### src/salhc_ram.sv
// Generic simple dual-port RAM: one write port, one read port, registered read.
// No dependencies.
module salhc_ram #(
    parameter int WIDTH = 8,
    parameter int DEPTH = 16
) (
    input  logic                                    clk,
    input  logic                                    we,
    input  logic [(DEPTH > 1 ? $clog2(DEPTH) : 1)-1:0] waddr,
    input  logic [WIDTH-1:0]                        wdata,
    input  logic                                    re,
    input  logic [(DEPTH > 1 ? $clog2(DEPTH) : 1)-1:0] raddr,
    output logic [WIDTH-1:0]                        rdata
);

    logic [WIDTH-1:0] mem [DEPTH];

    always_ff @(posedge clk)
    begin
        if (we)
        begin
            mem[waddr] <= wdata;
        end
        if (re)
        begin
            rdata <= mem[raddr];
        end
    end

endmodule

### config.mk
export PLATFORM = sky130hd
export DESIGN_NAME = salhc_ram
export DESIGN_NICKNAME = d
export VERILOG_FILES = /design/src/salhc_ram.sv
export SDC_FILE = /design/constraint.sdc
export NUM_CORES = 1
export LEC_CHECK = 0
export ABC_CLOCK_PERIOD_IN_PS = 5060
export BUFFER_PORTS_ARGS = -buffer_cell sky130_fd_sc_hd__buf_2
export CAP_MARGIN = 0
export CORE_ASPECT_RATIO = 0.8
export CORE_MARGIN = 2
export CORE_UTILIZATION = 65
export DETAILED_ROUTE_END_ITERATION = 16
export GPL_ROUTABILITY_DRIVEN = 1
export MAX_ROUTING_LAYER = met4
export PLACE_DENSITY_LB_ADDON = 0.05
export SETUP_SLACK_MARGIN = 0.3
export SLEW_MARGIN = 30
export SYNTH_ARGS = -nofsm -noshare
export SYNTH_HDL_FRONTEND = slang
export SYNTH_SLANG_ARGS = --single-unit
export TNS_END_PERCENT = 20
### constraint.sdc
create_clock -name clk -period 5.06 [get_ports clk]
set_input_delay 0.759 -clock clk [delete_from_list [all_inputs] [get_ports clk]]
set_output_delay 0.759 -clock clk [all_outputs]
set_load 0.1 [all_outputs]
Word level (Yosys, flattened, before mapping):

Memories as Yosys holds them, arrays and structs flattened. A register that Yosys moved wholly into a read port is not among the register bits.
Index checks and enable logic that the tools add are counted.

* muxes and demuxes: 2

Operator list (count)
* 2-to-1 mux 1 bit: 2

* register bits: 0
* memory bits (writable): 128
* input bits: 19
* output and inout port bits: 8
* logic and storage cells: 3
* memories kept: 1

Memory list
* mem: depth 16, bits a word 8, rd ports 1, clocked after Yosys merged registers in 1, wr ports 1, RTL line 16 `logic [WIDTH-1:0] mem [DEPTH];`

Logic depth before layout (Yosys ltp):

* depth after elaboration: 2
* mapped depth: 5
* depth with buffers taken out: 3

Least setup slack after synthesis:

No wires, ideal clock.

* kind: input port to flip-flop
* start: input port waddr[2] (netlist bit)
* end: memory mem[0][0] (enable)
* library setup time: 0.383 ns
* arrival time: 1.869 ns
* data required time: 4.677 ns
* path slack: 2.808 ns
* stages on the path: 2
* path buffers: 0
* path through: or3b_2 -> nor3_1

RTL lines
* start: declaration: RTL line 9 `input logic [(DEPTH > 1 ? $clog2(DEPTH) : 1)-1:0] waddr,`
* end: declaration: RTL line 16

Straight into the memory's write port.

Final worst setup path:

* start: register rdata[1], read port of mem
* end: output port rdata[1]

RTL lines
* start: declaration: RTL line 13 `output logic [WIDTH-1:0] rdata`

No word-level cell between the ends.

==> impl.org <==
** Worst setup path
- Critical path capture point :: rdata[1]
- For the worst flop-to-flop path, the logic depth is 3.
- Reg-to-Reg End :: rdata[2]$_DFFE_PP_
- Max Fanout on Critical Path :: 1
- Kind of cell with the highest combined delay on the critical path :: buffers and inverters
- Startpoint-to-endpoint class of the critical path :: reg2out
- The most critical setup path has its startpoint at rdata[1]$_DFFE_PP_.
- Sort of element at the start of the critical path :: flop
- Worst flop-to-flop path startpoint :: mem[8][2]$_DFFE_PP_
- The signal on the critical path passes through buf_2.
- In this run the number of cells on the critical path is 1.
- In this run the register-to-register setup slack is 3.57 ns.
- At the worst endpoint, the required time is 4.30 ns.
- Data arrival time of the critical path :: 1.29 ns
- Largest incremental delay on the critical path :: 0.43 ns
- The worst setup path is captured at an output pin.
- For this design, the slowest cell found on the critical path is sky130_fd_sc_hd__buf_2.
- Worst path bufs/invs :: 1

** Clocking
- CTS saw 136 sinks.
- Root buffer cell :: sky130_fd_sc_hd__clkbuf_8
- Clock transition at the registers of the reported paths :: 0.06 ns
- Hold repair after CTS inserted 0 buffers.
- For the worst-skew pair, the clock arrives at the later sink with an insertion delay of 0.51 ns.
- CTS tree :: yes
- Gates resized, CTS repair :: 0
- Post-CTS Setup Inserts :: 0
- The clock tree synthesis step divided the H-tree into 4 levels.
- Counting the buffers created by CTS gives 17.
- Number of buffers between clock root and the deepest sink :: 2

** GRT
- The via count of the first global-routing pass is 2618.
- Residual overflow from global routing :: 0
- Initial antenna violation count :: 0
- Entering global routing, the biggest net connects 33 pins.
- The first global-routing pass estimated 15580 um of wire.
- Total GRT Usage :: 26.55%

** Routing
- DRC :: 0
- In the detailed route, the total length drawn on met3 is 907 um.
- The first detailed-routing pass ran for 4 iterations.
- Ratio of routed vias to standard cells :: 6.237
- The detailed router finished its first iteration with 284 violations.
- Met1 WL :: 4128 um
- Summed over all nets, wire length on met2 after detailed routing comes to 4830 um.
- Wire length after detailed routing :: 10000 um
- Signal routing reaches up to met4.
- The count of nets left with antenna violations once routing finished came out at 0.
- Routed length per instance :: 25.72 um
- Summing over every cut layer, the via total after detailed routing is 2426.

** Power
- Reported net switching power :: 0.5751 mW
- Dividing total power by cell area gives a power density of 438.4 mW/mm^2.
- Leakage component of the power :: 2.008 nW
- The clock network accounts for 46.0% of the total power.
- Combinational logic is responsible for 5.7% of the overall power.
- Share of total power in sequential cells :: 48.3%
- Int Power :: 2.068 mW
- Of the total power, the share spent switching nets is 21.76%.
- Pwr Total :: 2.643 mW
- VDD IR-drop max :: 0.3280 mV

** Die
- Number of cell rows :: 29
- Floorplan Core Area :: 0.007874 sq mm
- The die covers 0.008780 sq mm.
- For this configuration, the core starts out at a cell density of 66.39%.
- The floorplan step set the die width to 104.3 um.
- The floorplan step set the die height to 84.21 um.
- Number of primary I/O pins :: 27

** Timing
- Aggregate negative setup slack :: 0 ns
- In this run the tightest slew margin relative to its limit is 43.53%.
- Final setup fails :: 0
- Final worst-path cycle share :: 40.40%
- Setup repair after global routing left no endpoint under its margin.
- Across the routed clock network, the largest skew measured is 0.005710 ns.
- Highest clock frequency the design can meet :: 489.2 MHz
- The number of failing hold endpoints at the final stage came to 0.
- Worst Tran Pin Value :: 0.8439 ns
- Pins over their slew limit :: 0
- The routed design could run at a clock period as short as 2.044 ns.

** Synthesis
- Number of enable flip-flop cells after synthesis :: 136
- Post-Syn Nets :: 248
- After synthesis, the cell types taking the most area are sky130_fd_sc_hd__edfxtp_1, sky130_fd_sc_hd__mux4_2, sky130_fd_sc_hd__mux4_1.
- Most instantiated library cell after synthesis :: sky130_fd_sc_hd__edfxtp_1
- Top cell type's share of synthesized area :: 78.12%
- Number of register bits inferred by synthesis :: 136
- Cell Area, Synth :: 0.005228 sq mm
- For this run, asynchronously set or reset flops after synthesis account for 0%.
- Number of distinct library cell variants in the gate-level netlist after synthesis :: 18
- Synth top cells by count :: sky130_fd_sc_hd__edfxtp_1, sky130_fd_sc_hd__mux4_2, sky130_fd_sc_hd__a22oi_1
- Yosys printed 0 warnings.
- Fraction of the yosys area taken by sequential cells :: 78.12%
- The largest total area in the synthesized netlist belongs to sky130_fd_sc_hd__edfxtp_1.
- A synthesized cell averages 22.83 sq um.
- Synthesis produced a netlist whose cell count is 229.
- In the synthesized netlist the dominant register cell turns out to be sky130_fd_sc_hd__edfxtp_1.

** Finish
- Once layout is complete, the utilization of the core stands at 76.58%.
- Number of diodes added for antenna fixing :: 0
- Relative to the synthesized area, the layout overhead comes to 15.34%.
- The multi-input combinational cells in the finished layout cover a total of 0.001057 sq mm.
- The filler cells instantiated in the layout total 437.
- In the final design database the tool counted 287 nets.
- Storage cell area :: 0.004084 sq mm
- Of the cells placed in the final design, the portion with a size suffix greater than 1 is 28.11%.

** Run
- Count of maximum capacitance violations :: 0

** Min path
- The path class of the tightest hold or removal check is in2reg.

** Place
- Routability-driven placement finished with a final weighted congestion of 0.7100.
- Input and output buffers added on the ports amount to 26.
- Once detailed placement completed, the half-perimeter wirelength came to 6018 um.

** Outcome
- Status :: completed
[power groups by stage]
| stage | clock, mW | sequential, mW | combinational [mW] |
|---|---|---|---|
| floorplan | 0 | 1.34 | 0.0641 |
| global placement | 0 | 1.30 | 0.150 |
| detailed placement | 0 | 1.30 | 0.152 |
| CTS | 1.22 | 1.28 | 0.154 |
| global route | 1.27 | 1.28 | 0.161 |
| finish | 1.22 | 1.28 | 0.152 |
[per-stage QoR]
stage	std cells	setup slack (ns)	cell area (sq um)	hold WS (ns)
6_report	389	3.016	6030	0.6069
5_1_grt	389	2.971	6030	0.5790
4_1_cts	389	2.986	6030	0.5789
3_5_place_dp	357	2.502	5439	0.7660
3_3_place_gp	357	2.152	5436	0.7294
2_1_floorplan	229	2.808	5228	0.7048
[per-layer routing]
| layer | GRT usage [%] | vias up |
|---|---|---|
| met3 | 7.842 | 15 |
| li1 | - | 1061 |
| met2 | 37.02 | 101 |
| met5 | - | - |
| met4 | 9.582 | 0 |
| met1 | 38.30 | 1249 |
[state kept, by name, summed over array words and instances, names as in the netlist]
signal  count
rdata       8
mem       128
[layout by cell type, fill, tap and decap left out, drive strengths merged]
master / count
nand3b: 2
and2: 1
buf: 30
nand2b: 2
or3b: 1
nor3: 4
edfxtp: 136
clkinv: 3
nand3: 1
clkinvlp: 4
nand2: 9
bufinv: 3
clkbuf: 18
inv: 4
a22oi: 16
nor2b: 1
and2b: 1
mux4: 32
nor2: 13
[layout make-up]
type / instances / share of cell area (%)
clock buffers: 18 / 6.931
clock inverters: 14 / 2.864
multi-input cells: 83 / 17.53
flip-flops and latches: 136 / 67.73
well taps: 108 / 2.241
repair buffers: 30 / 2.698
[kinds of logic after synthesis]
| logic type | Yosys count | share of synthesized area (%) |
|---|---|---|
| and+or+nand+nor | 35 | 3.136 |
| muxes | 32 | 14.79 |
| DFF | 136 | 78.12 |
| buffers and inverters | 10 | 1.651 |
| AOI/OAI and AO/OA | 16 | 2.298 |
[how the worst min path moves through the flow]
stage / from / endpoint / slack, ns / cells past startpoint
final: re / rdata[6]$_DFFE_PP_ / 0.61 / 1
after global routing: re / rdata[0]$_DFFE_PP_ / 0.58 / 1
after CTS: re / rdata[2]$_DFFE_PP_ / 0.58 / 1
after detailed placement: mem[0][1]$_DFFE_PP_ / rdata[1]$_DFFE_PP_ / 0.77 / 3
after global placement: mem[7][3]$_DFFE_PP_ / rdata[3]$_DFFE_PP_ / 0.73 / 3
after floorplan: mem[7][0]$_DFFE_PP_ / rdata[0]$_DFFE_PP_ / 0.70 / 3
Note: power is estimated with default switching activity, not from simulation.
