`src/salhc_pkg.sv`:
```
// Shared types and constants for the set-associative LRU tag checker.
// No dependencies; salhc_way_cmp and the core use it by scoped name.
package salhc_pkg;

    localparam int ADDR_IN_W = 32;          // word address width
    localparam int TAG_W     = 32;          // stored tag width
    localparam int CFG_W     = 4;           // configuration register width
    localparam int CFG_IDX_W = 1;           // configuration index width
    localparam int IDX_W     = 15;          // widest masked set index (4-bit field)
    localparam int WORD_SHIFT = 2;          // byte-to-word offset in line_log2

    localparam int DEF_SETS = 256;
    localparam int DEF_WAYS = 8;

    localparam logic [CFG_W-1:0] LINE_LOG2_RESET      = 4'd4;
    localparam logic [CFG_W-1:0] SET_INDEX_BITS_RESET = 4'd8;

    localparam logic [CFG_IDX_W-1:0] REG_LINE_LOG2      = 1'b0;
    localparam logic [CFG_IDX_W-1:0] REG_SET_INDEX_BITS = 1'b1;

    // flags from the shared way compare unit
    typedef struct packed {
        logic match;      // valid way with matching tag
        logic rank_zero;  // way is least recently used
        logic above;      // rank above the reference rank
    } cmp_flags_t;

endpackage

```
`src/salhc_way_cmp.sv`:
```
// Shared compare unit: checks one way entry against the lookup tag and a rank.
// Depends on salhc_pkg for the tag width and the flag struct.
module salhc_way_cmp #(
    parameter int WAYS = salhc_pkg::DEF_WAYS
) (
    input  logic [salhc_pkg::TAG_W-1:0]           entry_tag,
    input  logic                                  entry_valid,
    input  logic [(WAYS > 1 ? $clog2(WAYS) : 1)-1:0] entry_rank,
    input  logic [salhc_pkg::TAG_W-1:0]           key_tag,
    input  logic [(WAYS > 1 ? $clog2(WAYS) : 1)-1:0] ref_rank,
    output salhc_pkg::cmp_flags_t                 flags
);

    always_comb
    begin
        flags.match     = entry_valid && (entry_tag == key_tag);
        flags.rank_zero = (entry_rank == '0);
        flags.above     = (entry_rank > ref_rank);
    end

endmodule

```
`config.mk`:
```
export PLATFORM = sky130hd
export DESIGN_NAME = salhc_way_cmp
export DESIGN_NICKNAME = d
export VERILOG_FILES = /design/src/salhc_pkg.sv /design/src/salhc_way_cmp.sv
export SDC_FILE = /design/constraint.sdc
export NUM_CORES = 1
export LEC_CHECK = 0
export ABC_AREA = 1
export BUFFER_PORTS_ARGS = -buffer_cell sky130_fd_sc_hd__buf_2
export CAP_MARGIN = 10
export CELL_PAD_IN_SITES_DETAIL_PLACEMENT = 0
export CELL_PAD_IN_SITES_GLOBAL_PLACEMENT = 1
export CORE_MARGIN = 4
export CORE_UTILIZATION = 19
export DETAILED_ROUTE_END_ITERATION = 12
export GPL_ROUTABILITY_DRIVEN = 0
export PLACE_DENSITY_LB_ADDON = 0.1
export SLEW_MARGIN = 20
export SYNTH_ARGS = -nofsm -noshare
export SYNTH_HDL_FRONTEND = slang
export SYNTH_SLANG_ARGS = --single-unit
```
`constraint.sdc`:
```
create_clock -name vclk -period 1.1
set_clock_uncertainty 0.2 [all_clocks]
set_input_delay 0.11 -clock vclk [all_inputs]
set_output_delay 0.11 -clock vclk [all_outputs]
set_load 0.1 [all_outputs]
```
== Word-level counts from Yosys, hierarchy flattened ==
Index checks and enable logic that the tools add are counted.
Cells by class
  order comparisons: 1
  equality and inequality tests: 1
  reductions and logical operators: 2
Operators with widths (number)
  32-bit == test: 1
  3-bit > comparator: 1
  3-bit zero test: 1
  1-bit logical AND: 1
Word-level totals
  register bits: 0
  output and inout bits: 3
  input bits: 71
  word-level logic and storage cells: 4

== Logic depth before layout (Yosys ltp) ==
Gate-level depths: netlist of run 1.
  depth in word-level cells: 2
  mapped depth: 8
  gate-level depth less buffers: 8

== Least setup slack after synthesis of run 1 ==
OpenSTA, ideal clock, no wires.
  kind: in2out
  start: input entry_rank[1] (netlist bit)
  end: output flags[1] (netlist bit)
  stages on the path: 1
  path buffers: 0
  setup slack: -1418 ps
  required time: 790 ps
  data arrival time: 2208 ps
  path through: nor3_1
Between the ends
  cells in the longest elaborated chain, start to end: 1
RTL lines
  start, declared: line salhc_way_cmp.sv:8  | input logic [(WAYS > 1 ? $clog2(WAYS) : 1)-1:0] entry_rank,
  3-bit zero test: line salhc_way_cmp.sv:17  | flags.rank_zero = (entry_rank == '0);
  end, declared: line salhc_way_cmp.sv:11  | output salhc_pkg::cmp_flags_t flags
Every way passes these cells.

==> qor.yml, run 1 <==
die:
  initial_utilization: 0.206
  dieArea_um2: 4420
  die_h_um: 66.5
  num_rows: 20
  io_pins: 74
  die_x_um: 66.5
  coreArea_um2: 3150
final_layout:
  nNetsFinal: 307
  seq_cell_count: 0
  regArea_um2: 0
  nClkBuffers: 0
  fill_cells: 359
  drive_gt1_frac: 0.459
  syn2layout_area_growth_pct: 109
  antenna_cells: 0
  fin_util: 0.431
  final_cell_area_um2: 1360
detailed_routing:
  wirelength_um: 2320
  postRouteAntennaNets: 0
  drt-pass1-iter-count: 4
  drc: 0
  drt-initial-drc-count: 20
  post_drt_via_cell_ratio: 3.80
  avgRoutedWirePerCell_um: 8.44
  dr_total_vias: 1046
synthesis:
  netlist_top_cells_count: "nand2_1 (61), inv_1 (42), nor2_1 (20), o21ai_0 (7), xnor2_1 (5)"
  yosysTopAreaCell: "nand2_1"
  synth.top_cell.area_share: 0.352
  ys_top_cells_by_area: "nand2_1 (35%), inv_1 (24%), nor2_1 (12%), xnor2_1 (6.7%), ha_1 (5.8%)"
  avgSynthCellArea_um2: 4.37
  ys_seq_area_frac: 0
  synth.most_common_cell: "nand2_1"
  synth.cell_area_um2: 651
  synthesis.nets: 223
  yosysUniqueCellTypes: 12
  postSynthCellCount: 149
  ys_warn_count: 0
timing:
  fmax_mhz: 714
  relSlewSlack: 0.829
  maxSlewViolCount: 0
  fin_crit_ns: 1.40
  worst_pin_slew_ns: 0.256
  setup_viol: 2
  fin_tns_setup_ns: -0.570
  rsz0062_at_grt: "yes"
  finalHoldViolations: 0
  worst_slack_ns: -0.301
  finalCritPeriodShare: 1.27
global_route:
  grt_max_degree: 4
  grt-ovfl-total: 0
  grt_use_met3: 0.00843
  grt_util_met1: 0.108
  grt_pass1_vias: 918
  grt_first_pass_wirelength_um: 3430
  busiest_layer: "met2"
  use_met2: 0.196
  antenna_found_initial: 0
  globalRouteTotalUtil: 0.0946
job:
  cap_violations: 0
placed_design:
  port-buffer-count: 74
  pre_cts_ws_ns: -0.342
  dpl_cell_area_um2: 1250
  dp_hpwl_um: 2150
worst_setup_path:
  path_max_fanout: 3
  path_cells: "buf_8 -> inv_8 -> ha_4 -> nand2_1 -> nor2_2 -> a211oi_2 -> a31oi_4 -> buf_12"
  cp-start-kind: "input pin"
  critPathBufInv: 3
  crit_path_end_kind: "output pin"
  crit_family: "buffers and inverters"
  critPathMaxStageDelay_ns: 0.25
  arrival_ns: 1.09
  worst_path_max_delay_cell: "ha_4"
  required_ns: 0.79
  crit_type: "in -> out"
power_and_ir_drop:
  power_mw: 0.520
  power_leakage_nw: 0.852
  power_per_cell_area_nw_per_um2: 382
  vdd_ir_drop_max_mv: 0.152
status:
  status: "finished, violations left"
  violations: "setup timing"
worst_hold_path:
  whs_endpoint: "flags[1]"
  holdCritPathClass: "in -> out"
  worstHoldStart: "entry_rank[2]"
  holdPathStages: 4
worst min-delay path: stages:
cell and delay [ns]:
buf_6 0.08, buf_4 0.11, nor3_4 0.04, buf_12 0.15
cells by family (layout without fill, tap and decap cells):
logic type | after synthesis | in the layout | synth area share
simple gates | 86 | 86 | 0.506
buf+inv | 42 | 124 | 0.242
compound gates | 10 | 10 | 0.0865
xor+xnor | 8 | 8 | 0.108
fa+ha+maj | 3 | 3 | 0.0577
metrics by stage:
| step | std cells | hold WS (ns) |
|---|---|---|
| global placement | 274 | 0.411 |
| global route | 275 | 0.407 |
| detailed placement | 274 | 0.419 |
| finish | 275 | 0.397 |
| CTS | 275 | 0.400 |
| floorplan | 149 | 0.125 |
final cells by class:
cell class                      count  area, um2  share of cell area
Timing Repair Buffer               82        542               0.398
Multi-Input combinational cell    107        596               0.438
Inverter                           42        168               0.123
Tap cell                           44       55.1              0.0405
where the power goes:
| part | leakage (nW) | total (mW) | internal, mW | switching (mW) |
|---|---|---|---|---|
| combinational | 0.852 | 0.520 | 0.271 | 0.249 |
| clock | 0 | 0 | 0 | 0 |
| sequential | 0 | 0 | 0 | 0 |
| total | 0.852 | 0.520 | 0.271 | 0.249 |
repair_timing:
item,4_1_cts,5_1_grt
setup buffers,1,0
hold buffers,0,0
setup endpoints to repair,2,2
gates resized for setup,10,25
endpoints found under the hold margin,0,0
pin swaps,4,24
layer usage:
layer,wire length [um],part of all wire,vias up
met5,0,0,-
met4,0,0,0
met3,166,0.072,0
met2,1290,0.56,36
met1,862,0.37,419
li1,-,-,591
cell usage in the layout, fill, tap and decap left out, types with 2 or more instances in the layout:
cell	Yosys	layout
buf_2	0	61
nand2_1	61	59
inv_1	42	35
nor2_1	20	13
buf_6	0	9
buf_4	0	8
xnor2_1	5	5
inv_2	0	5
nor2_2	0	5
o21ai_1	0	4
xor2_1	3	3
buf_12	0	3
o21ai_0	7	2
nand2_2	0	2
nor2_4	0	2
ha_4	0	2
how the worst max path moves through the flow:
stage / from / endpoint / slack (ns) / cells past startpoint
after CTS: ref_rank[2] / flags[0] / -0.30 / 8
after detailed placement: ref_rank[2] / flags[0] / -0.34 / 8
after floorplan: ref_rank[2] / flags[0] / -0.41 / 6
after global routing: ref_rank[2] / flags[0] / -0.36 / 8
final: ref_rank[2] / flags[0] / -0.30 / 8
after global placement: key_tag[22] / flags[2] / -0.30 / 9
Power figures use the tool's default switching activity.
==> run 2, diff against run 1 <==
--- a/config.mk
+++ b/config.mk
@@ -7,7 +7,7 @@
 export LEC_CHECK = 0
 export ABC_AREA = 1
 export BUFFER_PORTS_ARGS = -buffer_cell sky130_fd_sc_hd__buf_2
-export CAP_MARGIN = 10
+export CAP_MARGIN = 25
 export CELL_PAD_IN_SITES_DETAIL_PLACEMENT = 0
 export CELL_PAD_IN_SITES_GLOBAL_PLACEMENT = 1
 export CORE_MARGIN = 4
==> constraint.sdc (replaced) <==
create_clock -name vclk -period 1.1
set_clock_uncertainty 0.2 [all_clocks]
set_input_delay 0.11 -clock vclk [all_inputs]
set_output_delay 0.11 -clock vclk [all_outputs]
set_load 0.05 [all_outputs]
==> run 2 against run 1 <==
  * The run still ends with setup timing left
  * Critical path depth rose by 2
  * Global-route usage fell by 0.56 points
  * Hold slack got worse by 0.048 ns
  * Highest routed layer unchanged
==> qor.yml, run 2 (synthesized netlist as in run 1, its figures left out) <==
die:
  num_rows: 20  # unchanged
  die_x_um: 66.5  # unchanged
  dieArea_um2: 4420  # unchanged
  coreArea_um2: 3150  # unchanged
  die_h_um: 66.5  # unchanged
  initial_utilization: 0.206  # unchanged
  io_pins: 74  # unchanged
global_route:
  grt_max_degree: 3  # -1
  grt-ovfl-total: 0  # unchanged
  globalRouteTotalUtil: 0.0890  # -0.00562
  grt_first_pass_wirelength_um: 3220  # -6.0%
  antenna_found_initial: 0  # unchanged
  grt_pass1_vias: 929  # +1.2%
timing:
  finalHoldViolations: 0  # unchanged
  rsz0062_at_grt: "yes"
  worst_pin_slew_ns: 0.249  # -0.00720 ns
  worst_slack_ns: -0.213  # +0.0878 ns
  setup_viol: 2  # unchanged
  relSlewSlack: 0.835  # +0.00625
  fin_tns_setup_ns: -0.421  # +0.149 ns
  hold-worst-slack_ns: 0.349  # -0.0479 ns
  fin_crit_ns: 1.31  # -0.0878 ns
  finalCritPeriodShare: 1.19  # -0.0798
  maxSlewViolCount: 0  # unchanged
  fmax_mhz: 762  # +6.7%
placed_design:
  dp_hpwl_um: 2050  # -4.6%
  dp.cells: 270  # -1.5%
  dpl_cell_area_um2: 1120  # -10%
  port-buffer-count: 74  # unchanged
  pre_cts_ws_ns: -0.367  # -0.0245 ns
status:
  violations: "setup timing"
  status: "finished, violations left"
detailed_routing:
  route.met2.wl_um: 1140  # -12%
  avgRoutedWirePerCell_um: 8.07  # -4.4%
  met1_length_um: 848  # -1.6%
  post_drt_via_cell_ratio: 3.80  # about the same
  wl_met3_um: 210  # +27%
  drc: 0  # unchanged
  dr_total_vias: 1034  # -1.1%
  wirelength_um: 2200  # -5.4%
  drt-pass1-iter-count: 6  # +2
  dr.max_layer_used: "met3"
  postRouteAntennaNets: 0  # unchanged
  drt-initial-drc-count: 15  # -25%
final_layout:
  layout_commonest_cell: "buf_2"
  antenna_cells: 0  # unchanged
  syn2layout_area_growth_pct: 100
  nClkBuffers: 0  # unchanged
  nNetsFinal: 304  # -0.98%
  final_cell_area_um2: 1300  # -4.3%
  layout_common_cells: "buf_2 (59), nand2_1 (58), inv_1 (35)"
  finalNonFillerCells: 272  # -1.1%
  drive_gt1_frac: 0.452  # -0.00712
  regArea_um2: 0  # unchanged
  fin_util: 0.413  # -0.0187
  seq_cell_count: 0  # unchanged
power_and_ir_drop:
  power_leakage_nw: 0.829  # -2.6%
  vdd_ir_drop_max_mv: 0.122  # -20%
  p_switching_mw: 0.203  # -18%
  power_per_cell_area_nw_per_um2: 344  # -10%
  clockPowerShare: 0  # unchanged
  pwr-share-seq: 0  # unchanged
  comb_power_share: 1.000  # about the same
  switching_share: 0.455  # -0.0233
  p_int_mw: 0.244  # -10%
  power_mw: 0.447  # -14%
worst_setup_path:
  path_max_fanout: 2  # -1
  crit_path_end_kind: "output pin"
  crit_type: "in -> out"
  path_cells: "buf_2 -> inv_1 -> nand2_1 -> nand2_1 -> nor2_1 -> nand2_1 -> nor2_1 -> nand3_2 -> nor2_4 -> buf_8"
  cp-start-kind: "input pin"
  critPathMaxStageDelay_ns: 0.15  # -0.10 ns
  worst_path_max_delay_cell: "buf_8"
  arrival_ns: 1.00  # -0.09 ns
  crit_top_cell: "nand2_1"
  required_ns: 0.79  # about the same
job:
  cap_violations: 0  # unchanged
worst_hold_path:
  holdCritPathClass: "in -> out"
clocking:
  hold_buffers: 0  # unchanged
==> run 2: cell types whose count changed in the layout (fill, tap and decap cells not counted), sizes merged <==
cell	delta
buf	-3
==> run 2: critical path, delay by kind of cell <==
family	cells	cell delay [ns]
simple gates	7	0.63
buf+inv	3	0.28
==> run 2: power by group through the flow <==
stage	Clock [mW]	Sequential, mW	Combinational [mW]
3_3_place_gp	0	0	0.361
5_1_grt	0	0	0.502
2_1_floorplan	0	0	0.186
4_1_cts	0	0	0.416
3_5_place_dp	0	0	0.371
6_report	0	0	0.447
==> run 2: path summary, 6_finish.rpt <==
check / startpoint / endpoint / slack, ns / cells after the start
min: entry_rank[0] / flags[1] / 0.35 / 3
max: entry_tag[13] / flags[2] / -0.21 / 10
==> run 2: area by class of cell <==
cell class / count / area, um2
fillers: 380 / 1850
multi-input cells: 107 / 577
repair buffers: 79 / 509
inverters: 42 / 160
well taps: 44 / 55.1
==> run 2: per-layer routing <==
metal,global-route usage,vias up
li1,-,584
met1,0.0950,413
met2,0.190,37
met3,0.0118,0
met4,0,0
met5,0,-
==> run 2: what timing repair did <==
item,4_1_cts,5_1_grt
pin swaps,5,25
buffers inserted,2,0
setup endpoints to repair,2,2
resized for setup,16,29
